<file path="src/hw/rtl/swc_pkg.sv">
// Shared constants and types of the 3x3 sliding-window convolution unit.
// Depends on nothing; the RTL modules use it by scoped names.
package swc_pkg;

  // Image geometry and window shape.
  localparam int LINE_WIDTH  = 512;
  localparam int KERNEL_SIZE = 3;
  localparam int STORE_LEN   = 2 * LINE_WIDTH + KERNEL_SIZE;
  localparam int WIN_N       = KERNEL_SIZE * KERNEL_SIZE;

  // Datapath widths.
  localparam int PIX_W   = 8;
  localparam int COEF_W  = 8;
  localparam int PROD_W  = 16;  // unsigned pixel times signed byte
  localparam int ROW_W   = 18;  // sum of three products
  localparam int SUM_W   = 20;  // sum of nine products
  localparam int MAG_W   = 19;  // magnitude of the sum
  localparam int DIV_W   = 8;   // magnitude of the divisor, up to 128
  localparam int QUO_W   = 8;   // quotient bits before saturation
  localparam int DSH_W   = DIV_W + QUO_W - 1;
  localparam int STEP_W  = $clog2(QUO_W);
  localparam int ROWREG_W = KERNEL_SIZE * COEF_W;

  // Stream and configuration port widths.
  localparam int TDATA_W   = 16;
  localparam int CFG_IDX_W = 8;
  localparam int CFG_DAT_W = 24;

  // Configuration register indexes.
  localparam logic [CFG_IDX_W-1:0] CFG_KERNEL_TOP = 8'd0;
  localparam logic [CFG_IDX_W-1:0] CFG_KERNEL_MID = 8'd1;
  localparam logic [CFG_IDX_W-1:0] CFG_KERNEL_BOT = 8'd2;
  localparam logic [CFG_IDX_W-1:0] CFG_SCALE      = 8'd3;

  // Register reset values.
  localparam logic [ROWREG_W-1:0] KERNEL_TOP_RST = 24'h000000;
  localparam logic [ROWREG_W-1:0] KERNEL_MID_RST = 24'h000100;
  localparam logic [ROWREG_W-1:0] KERNEL_BOT_RST = 24'h000000;
  localparam logic [COEF_W-1:0]   SCALE_RST      = 8'h01;

  // Clamp limit of the output pixel.
  localparam logic [PIX_W-1:0] PIX_MAX = 8'hFF;

  typedef logic [PIX_W-1:0] pix_t;
  typedef pix_t [WIN_N-1:0] window_t;  // entry r*KERNEL_SIZE+c

  // Request to the divider: start pulse with operand magnitudes.
  typedef struct packed {
    logic             start;
    logic [MAG_W-1:0] dividend;
    logic [DIV_W-1:0] divisor;
  } div_req_t;

  // Answer of the divider: done pulse with the saturated quotient.
  typedef struct packed {
    logic             done;
    logic [QUO_W-1:0] quotient;
  } div_rsp_t;

endpackage

</file>
<file path="src/hw/rtl/swc_divider.sv">
// Restoring divider, one quotient bit per cycle, saturating above 255.
// Depends on swc_pkg.
module swc_divider (
  input  logic              clk_i,
  input  logic              rst_ni,
  input  swc_pkg::div_req_t req_i,
  output swc_pkg::div_rsp_t rsp_o
);

  logic                        busy_q;
  logic                        done_q;
  logic [swc_pkg::STEP_W-1:0]  step_q;
  logic                        sat_q;
  logic [swc_pkg::MAG_W-1:0]   rem_q;
  logic [swc_pkg::DSH_W-1:0]   dsh_q;
  logic [swc_pkg::QUO_W-1:0]   quo_q;
  logic [swc_pkg::DSH_W-1:0]   dsh_init;
  logic [swc_pkg::MAG_W-1:0]   sat_limit;
  logic                        ge;

  // Divisor aligned to the top quotient bit, and the first value that saturates.
  assign dsh_init  = {req_i.divisor, {(swc_pkg::QUO_W-1){1'b0}}};
  assign sat_limit = (swc_pkg::MAG_W)'({req_i.divisor, {swc_pkg::QUO_W{1'b0}}});
  assign ge        = rem_q >= (swc_pkg::MAG_W)'(dsh_q);

  // Control: count the quotient bits and pulse done after the last one.
  always_ff @(posedge clk_i or negedge rst_ni) begin
    if (!rst_ni) begin
      busy_q <= 1'b0;
      done_q <= 1'b0;
      step_q <= '0;
    end else begin
      done_q <= 1'b0;
      if (req_i.start) begin
        busy_q <= 1'b1;
        step_q <= '0;
      end else if (busy_q) begin
        step_q <= step_q + 1'b1;
        if (step_q == (swc_pkg::STEP_W)'(swc_pkg::QUO_W - 1)) begin
          busy_q <= 1'b0;
          done_q <= 1'b1;
        end
      end
    end
  end

  // Datapath: one compare and subtract per step.
  always_ff @(posedge clk_i) begin
    if (req_i.start) begin
      rem_q <= req_i.dividend;
      dsh_q <= dsh_init;
      quo_q <= '0;
      sat_q <= req_i.dividend >= sat_limit;
    end else if (busy_q) begin
      if (ge) begin
        rem_q <= rem_q - (swc_pkg::MAG_W)'(dsh_q);
      end
      quo_q <= {quo_q[swc_pkg::QUO_W-2:0], ge};
      dsh_q <= dsh_q >> 1;
    end
  end

  assign rsp_o.done     = done_q;
  assign rsp_o.quotient = sat_q ? swc_pkg::PIX_MAX : quo_q;

endmodule

</file>
<file path="config.mk">
export PLATFORM = sky130hd
export DESIGN_NAME = swc_divider
export DESIGN_NICKNAME = d
export VERILOG_FILES = /design/src/hw/rtl/swc_pkg.sv /design/src/hw/rtl/swc_divider.sv
export SDC_FILE = /design/constraint.sdc
export NUM_CORES = 1
export LEC_CHECK = 0
export ABC_CLOCK_PERIOD_IN_PS = 3560
export BUFFER_PORTS_ARGS = -buffer_cell sky130_fd_sc_hd__buf_2
export CORE_ASPECT_RATIO = 0.7
export CORE_UTILIZATION = 38
export DETAILED_ROUTE_END_ITERATION = 10
export PLACE_DENSITY_LB_ADDON = 0.1
export SETUP_SLACK_MARGIN = 0.15
export SLEW_MARGIN = 20
export SYNTH_ARGS = -nofsm -noshare
export SYNTH_HDL_FRONTEND = slang
export SYNTH_SLANG_ARGS = --single-unit
export TNS_END_PERCENT = 1
</file>
<file path="constraint.sdc">
create_clock -name clk_i -period 3.56 [get_ports clk_i]
set_input_delay 0.712 -clock clk_i [delete_from_list [all_inputs] [get_ports clk_i]]
set_output_delay 0.712 -clock clk_i [all_outputs]
set_load 0.01 [all_outputs]
</file>
==> results.md, run 1 <==
- Fraction of layout instances using a drive strength above 1: 19.7%
- Final setup vio count: 0
- Site Rows: 27
- Seq pwr share: 33.1%
- Slew Limit Fails: 0
- Peak Freq: 345 MHz
- Vias: 2,465
- DRT iter0 DRCs: 117
- Longest Clk Path Bufs: 2
- Synthesis-to-layout area growth: 12.0%
- Syn avg cell area: 9.42 um^2
- Dpl ws: 668 ps
- Switching Power: 0.901 mW
- Yosys warning total: 0
- Crit Path Class: reg2reg
- Final Hold Vio Count: 0
- Combinational share of power: 44.8%
- DIE HEIGHT: 79.0 um
- Remaining antenna violation count after routing: 0
- Internal power: 1.49 mW
- Cell count after synthesis: 342
- Starting Density: 40.1%
- First-pass GRT wire length: 12,200 um
- Mapped Area: 0.00322 mm^2
- Via-to-Cell Ratio: 5.18
- Gr ovfl total: 0
- H-tree depth: 2
- Yosys reg bits: 48
- WP data arrival: 2890 ps
- Peak supply drop: 275 uV
- Final worst setup slack: 660 ps
- Post_cts resized: 0
- Async SR Flop Fraction: 10.4%
- Failing checks: DRC
- Die Area: 0.00885 mm^2
- RSZ-0062 raised after global routing: no
- DP Wirelength: 5780 um
- Reg2reg end: rem_q[2]
- I/O pin cnt: 39
- # hold bufs at CTS: 0
- Final Skew: 6.24 ps
- Worst reg-to-reg setup slack: 660 ps
- Largest net degree at the start of global routing: 34
- Multi-input combinational cell area: 0.00172 mm^2
- Synth cell types: 60
- Switching part of the total: 37.7%
- EDFF count, synth: 28
- Worst setup EP type: flip-flop
- Post-route DRC: 6
- Max-cap viol count: 0
- Final layout net count: 430
- Clock Tree Root: clkbuf_16
- Clk sinks: 48
- Worst R2R Start: rem_q[13]
- Port buffer count: 38
- Final setup TNS: 0 ps
- Die Wd: 112 um
- WL/cell: 15.6 um
- Clock Latency Late Sink: 290 ps
- Ys flop type: edfxtp_1
- WL final: 7420 um
- Postcts setup bufs: 0
- Final period util: 81.5%
- Vias in the first global route: 2,292
- Status: finished, violations left
- R2R depth: 8
- Clock network fraction of total power: 22.1%
- Total GRT Usage: 18.0%
- TritonCTS buffer count: 5
- Worst hold path class: in2async
- Sequential fraction of the synthesis area: 39.3%
- Clock Pin Slew Worst Setup and Hold Paths: 70 ps
- Fill cells: 807
- Mapped Nets: 398
- Core area: 0.00804 mm^2
- Pwr dens: 662 mW/mm^2
- GPL Wtd Cong: 0.867
- Top fanout value on the critical path: 11
- First drt pass iteration count: 7
- CP Launch Type: flip-flop
- CP required: 3550 ps
- CTS tree: yes
- Pleak: 1.66 nW
- FF+latch area: 0.00127 mm^2
- Rel. slew slack: 46.6%
- Pin slew with the least headroom to its limit: 794 ps
- Antenna Cells: 0
- Antenna violations before repair: 0
- Post-route minimum period: 2900 ps
[worst max-delay path by stage]
stage / start / endpoint / slack [ps] / cells after the start
finish: rem_q[13] / rem_q[2] / 660 / 8
global route: dsh_q[13] / rem_q[6] / 410 / 9
CTS: rem_q[13] / rem_q[18] / 660 / 8
detailed placement: rem_q[13] / rem_q[14] / 670 / 8
global placement: rem_q[13] / rem_q[14] / 740 / 8
floorplan: rem_q[12] / rem_q[0] / 1070 / 8
[cells in the final DEF, fill, tap and decap left out, types with 2 or more instances in the layout]
master      n
nor3_1      3
nand2b_1    3
dfrtp_1     5
nor2b_1     6
ha_1       25
xnor2_1     5
nor3b_1     4
inv_1      30
clkbuf_16   6
o21ai_1     3
nand4_1     3
xor2_1      6
a221oi_1    2
a31oi_1     2
buf_4       4
dfxtp_1    15
nor4_1      2
a21oi_1    14
o21ai_0    23
o31ai_1     8
nor2_1     28
a21oi_2     4
o21a_1      6
and3_1      4
mux2_2      2
buf_2      38
nand2_1    32
nor4b_1     2
and2_2      2
edfxtp_1   28
or3_1       3
mux2i_1    17
or2_2       9
nand3_1     4
a21o_1      3
[stage by stage]
| stage | cells | hold slack (ps) | instance area, um^2 | utilization (%) | power, mW |
|---|---|---|---|---|---|
| final | 476 | 221 | 3610 | 44.9 | 2.39 |
| after global routing | 476 | 215 | 3610 | 44.9 | 2.57 |
| after CTS | 476 | 218 | 3610 | 44.9 | 2.40 |
| after detailed placement | 468 | 474 | 3440 | 42.8 | 1.86 |
| after global placement | 468 | 475 | 3440 | 42.8 | 1.86 |
| after floorplan | 342 | 416 | 3220 | - | 1.66 |
[final cells by class]
| type | count | share of cell area (%) |
|---|---|---|
| clock buffer | 6 | 4.16 |
| clock inverter | 2 | 0.416 |
| inverter | 30 | 3.12 |
| multi-input combinational | 247 | 47.6 |
| sequential | 48 | 35.1 |
| tap | 101 | 3.50 |
| timing repair buffer | 42 | 6.10 |
[power groups by stage]
| stage | clock network, mW | logic [mW] | registers, mW |
|---|---|---|---|
| 2_1_floorplan | 0 | 0.879 | 0.785 |
| 5_1_grt | 0.567 | 1.20 | 0.804 |
| 6_report | 0.529 | 1.07 | 0.789 |
| 4_1_cts | 0.544 | 1.06 | 0.790 |
| 3_3_place_gp | 0 | 1.06 | 0.800 |
| 3_5_place_dp | 0 | 1.06 | 0.802 |
[synth_stat cells, types with 2 or more instances]
cell type	number	share of area, %
nand2_1	32	3.7
inv_1	30	3.5
edfxtp_1	28	26
nor2_1	28	3.3
ha_1	25	9.7
o21ai_0	23	3.6
mux2i_1	17	5.3
dfxtp_1	15	9.3
a21oi_1	14	2.2
or2_2	9	1.7
o31ai_1	8	1.9
nor2b_1	6	1.2
o21a_1	6	1.4
xor2_1	6	1.6
buf_6	5	1.7
dfrtp_1	5	3.9
xnor2_1	5	1.4
a21oi_2	4	1.1
and3_1	4	0.78
buf_1	4	0.47
clkbuf_1	4	0.47
nand3_1	4	0.62
nor3b_1	4	0.93
a21o_1	3	0.70
nand2b_1	3	0.58
nand4_1	3	0.58
nor3_1	3	0.47
o21ai_1	3	0.47
or3_1	3	0.58
a221oi_1	2	0.54
a31oi_1	2	0.39
and2_2	2	0.47
buf_4	2	0.47
mux2_2	2	0.70
nor4_1	2	0.39
nor4b_1	2	0.54
[flip-flops by register name, summed over array words and instances, names as in the netlist]
register	flops
quo_q	8
done_q	1
step_q	3
sat_q	1
dsh_q	15
busy_q	1
rem_q	19
[cell families after synthesis]
| family | share of synthesized area [%] |
|---|---|
| simple gates | 17.9 |
| compound gates | 16.0 |
| flops | 39.3 |
| buf+inv | 7.38 |
| fa+ha+maj | 10.3 |
| mux | 5.98 |
| xor+xnor | 2.99 |
[worst max-delay path: stages, from the launching register on]
cell and delay [ps]:
edfxtp_1 370, ha_1 450, nand3_1 140, nor2_1 320
and2_2 280, o2111ai_1 130, a31o_2 260, nand2b_1 340
buf_4 300
[metal layers]
| layer | routed length [um] | share of wire (%) | track usage (%) | up-vias |
|---|---|---|---|---|
| met5 | 0 | 0 | 0 | - |
| met4 | 78 | 1.1 | 4.80 | 0 |
| met3 | 538 | 7.3 | 4.73 | 8 |
| met2 | 2630 | 35 | 23.4 | 70 |
| met1 | 4170 | 56 | 28.3 | 1104 |
| li1 | - | - | - | 1283 |
Power figures use the tool's default switching activity.
==> run 2: changes to the inputs <==
Settings changed: ABC_CLOCK_PERIOD_IN_PS 3560 to 2970.
Clock period 3.56 ns to 2.97 ns, I/O delays scaled along.
==> results.md, run 2 (same netlist as run 1, synthesis figures left out) <==
- Status: finished, violations left
- Failing checks: DRC
- Switching Power: 1.08 mW
- H-tree depth: 2
- Synthesis-to-layout area growth: 12.8%
- Post_cts resized: 0
- Peak supply drop: 353 uV
- Worst reg-to-reg setup slack: 420 ps
- Max-cap viol count: 0
- Final Hold Vio Count: 0
- First drt pass iteration count: 7
- Top reg by flops: rem_q
- Most frequent cells in the layout: 38 x buf_2, 32 x nand2_1, 30 x inv_1
- RSZ-0062 raised after global routing: no
- Switching part of the total: 37.8%
- Final worst setup slack: 425 ps
- # hold bufs at CTS: 0
- Clk sinks: 48
- Pin slew with the least headroom to its limit: 750 ps
- TritonCTS buffer count: 5
- Antenna Cells: 0
- CP peak stage delay: 450 ps
- Fraction of layout instances using a drive strength above 1: 20.4%
- Total GRT Usage: 18.3%
- Starting Density: 40.1%
- Largest net degree at the start of global routing: 37
- Dpl ws: 437 ps
- Slowest cell on crit path: ha_1
- Core area: 0.00804 mm^2
- Final period util: 85.7%
- Most common cell after layout, fill and taps aside: buf_2
- WL final: 7570 um
- DP Wirelength: 5840 um
- Clock Pin Slew Worst Setup and Hold Paths: 70 ps
- Clock Tree Root: clkbuf_16
- Die Wd: 112 um
- Delay-heaviest family, CP: simple AND/OR/NAND/NOR gates
- Pleak: 1.67 nW
- DP Area: 0.00346 mm^2
- Final layout net count: 433
- Peak Freq: 393 MHz
- DIE HEIGHT: 79.0 um
- Clock Latency Late Sink: 290 ps
- GPL Wtd Cong: 0.867
- I/O pin cnt: 39
- Internal power: 1.78 mW
- Placed Cells: 471
- Combinational share of power: 44.9%
- DRT iter0 DRCs: 163
- Critical path buffers and inverters: 1
- Critical path cell sequence: ha_1 -> nand3_1 -> nor2_1 -> and2_2 -> o2111ai_1 -> a31o_2 -> nand2b_1 -> buf_4
- Port buffer count: 38
- Final cell count without fillers: 479
- Vias: 2,473
- Biggest registers after layout: rem_q (19), dsh_q (15), quo_q (8)
- CTS tree: yes
- First-pass GRT wire length: 12,500 um
- Vias in the first global route: 2,380
- Final setup vio count: 0
- Worst hold path class: in2async
- Top fanout value on the critical path: 11
- Rel. slew slack: 49.5%
- Seq pwr share: 32.9%
- Longest Clk Path Bufs: 2
- Final core occ: 45.2%
- Crit Path Class: reg2reg
- Pwr dens: 790 mW/mm^2
- Worst setup EP type: flip-flop
- CP required: 2960 ps
- Final Total Pwr: 2.87 mW
- Hold Worst Slack: 101 ps
- Max reg flops: 19
- Via-to-Cell Ratio: 5.16
- Post-route cell area: 0.00363 mm^2
- Remaining antenna violation count after routing: 0
- Post-route DRC: 6
- WL/cell: 15.8 um
- Die Area: 0.00885 mm^2
- Slew Limit Fails: 0
- Final setup TNS: 0 ps
- Site Rows: 27
- Gr ovfl total: 0
- Clock network fraction of total power: 22.2%
- WP data arrival: 2540 ps
- Postcts setup bufs: 0
- Post-route minimum period: 2550 ps
- CP Launch Type: flip-flop
- Final Skew: 6.82 ps
- Antenna violations before repair: 0
[run 2: changes by cell type in the layout (fill, tap and decap cells not counted), sizes merged]
| cell | previous run | this run |
|---|---|---|
| buf | 42 | 45 |
| clkinv | 0 | 2 |
| inv | 32 | 30 |
[run 2: routing by layer]
| layer | global-route usage (%) | routed length (um) | vias up |
|---|---|---|---|
| li1 | - | - | 1285 |
| met1 | 30.7 | 4330 | 1125 |
| met2 | 23.5 | 2740 | 61 |
| met3 | 2.82 | 467 | 2 |
| met4 | 3.60 | 30 | 0 |
| met5 | 0 | 0 | - |
[run 2: power by group through the flow]
stage                     Clock (mW)  Sequential, mW  Combinational [mW]
after floorplan                    0           0.940                1.05
after global placement             0           0.958                1.27
after detailed placement           0           0.959                1.27
after CTS                      0.650           0.945                1.28
after global routing           0.670           0.963                1.44
final                          0.636           0.945                1.29
[run 2: path summary, 6_finish.rpt]
path / from / endpoint / depth (start not counted)
min in group clk_i: quo_q[7] / quo_q[7] / 2
max reg2reg: rem_q[13] / rem_q[2] / 8
min reg2reg: quo_q[7] / quo_q[7] / 2
max in group asynchronous: rst_ni / done_q / 1
min: rst_ni / busy_q / 1
max: rem_q[13] / rem_q[2] / 8
[run 2: worst reg2reg max path, delay by kind of cell, from the launching register on]
kind / cells / cell delay, ps
AOI/OAI and AO/OA: 2 / 390
adders and majority gates: 1 / 450
buffers and inverters: 1 / 210
DFF: 1 / 370
and+or+nand+nor: 4 / 810
[run 2: area by class of cell]
cell class,instances,area (um^2)
Tap cell,101,126
Sequential cell,48,1270
Fill cell,802,4410
Timing Repair Buffer,45,243
Multi-Input combinational cell,247,1720
Clock buffer,6,150
Inverter,30,113
Clock inverter,2,17.5
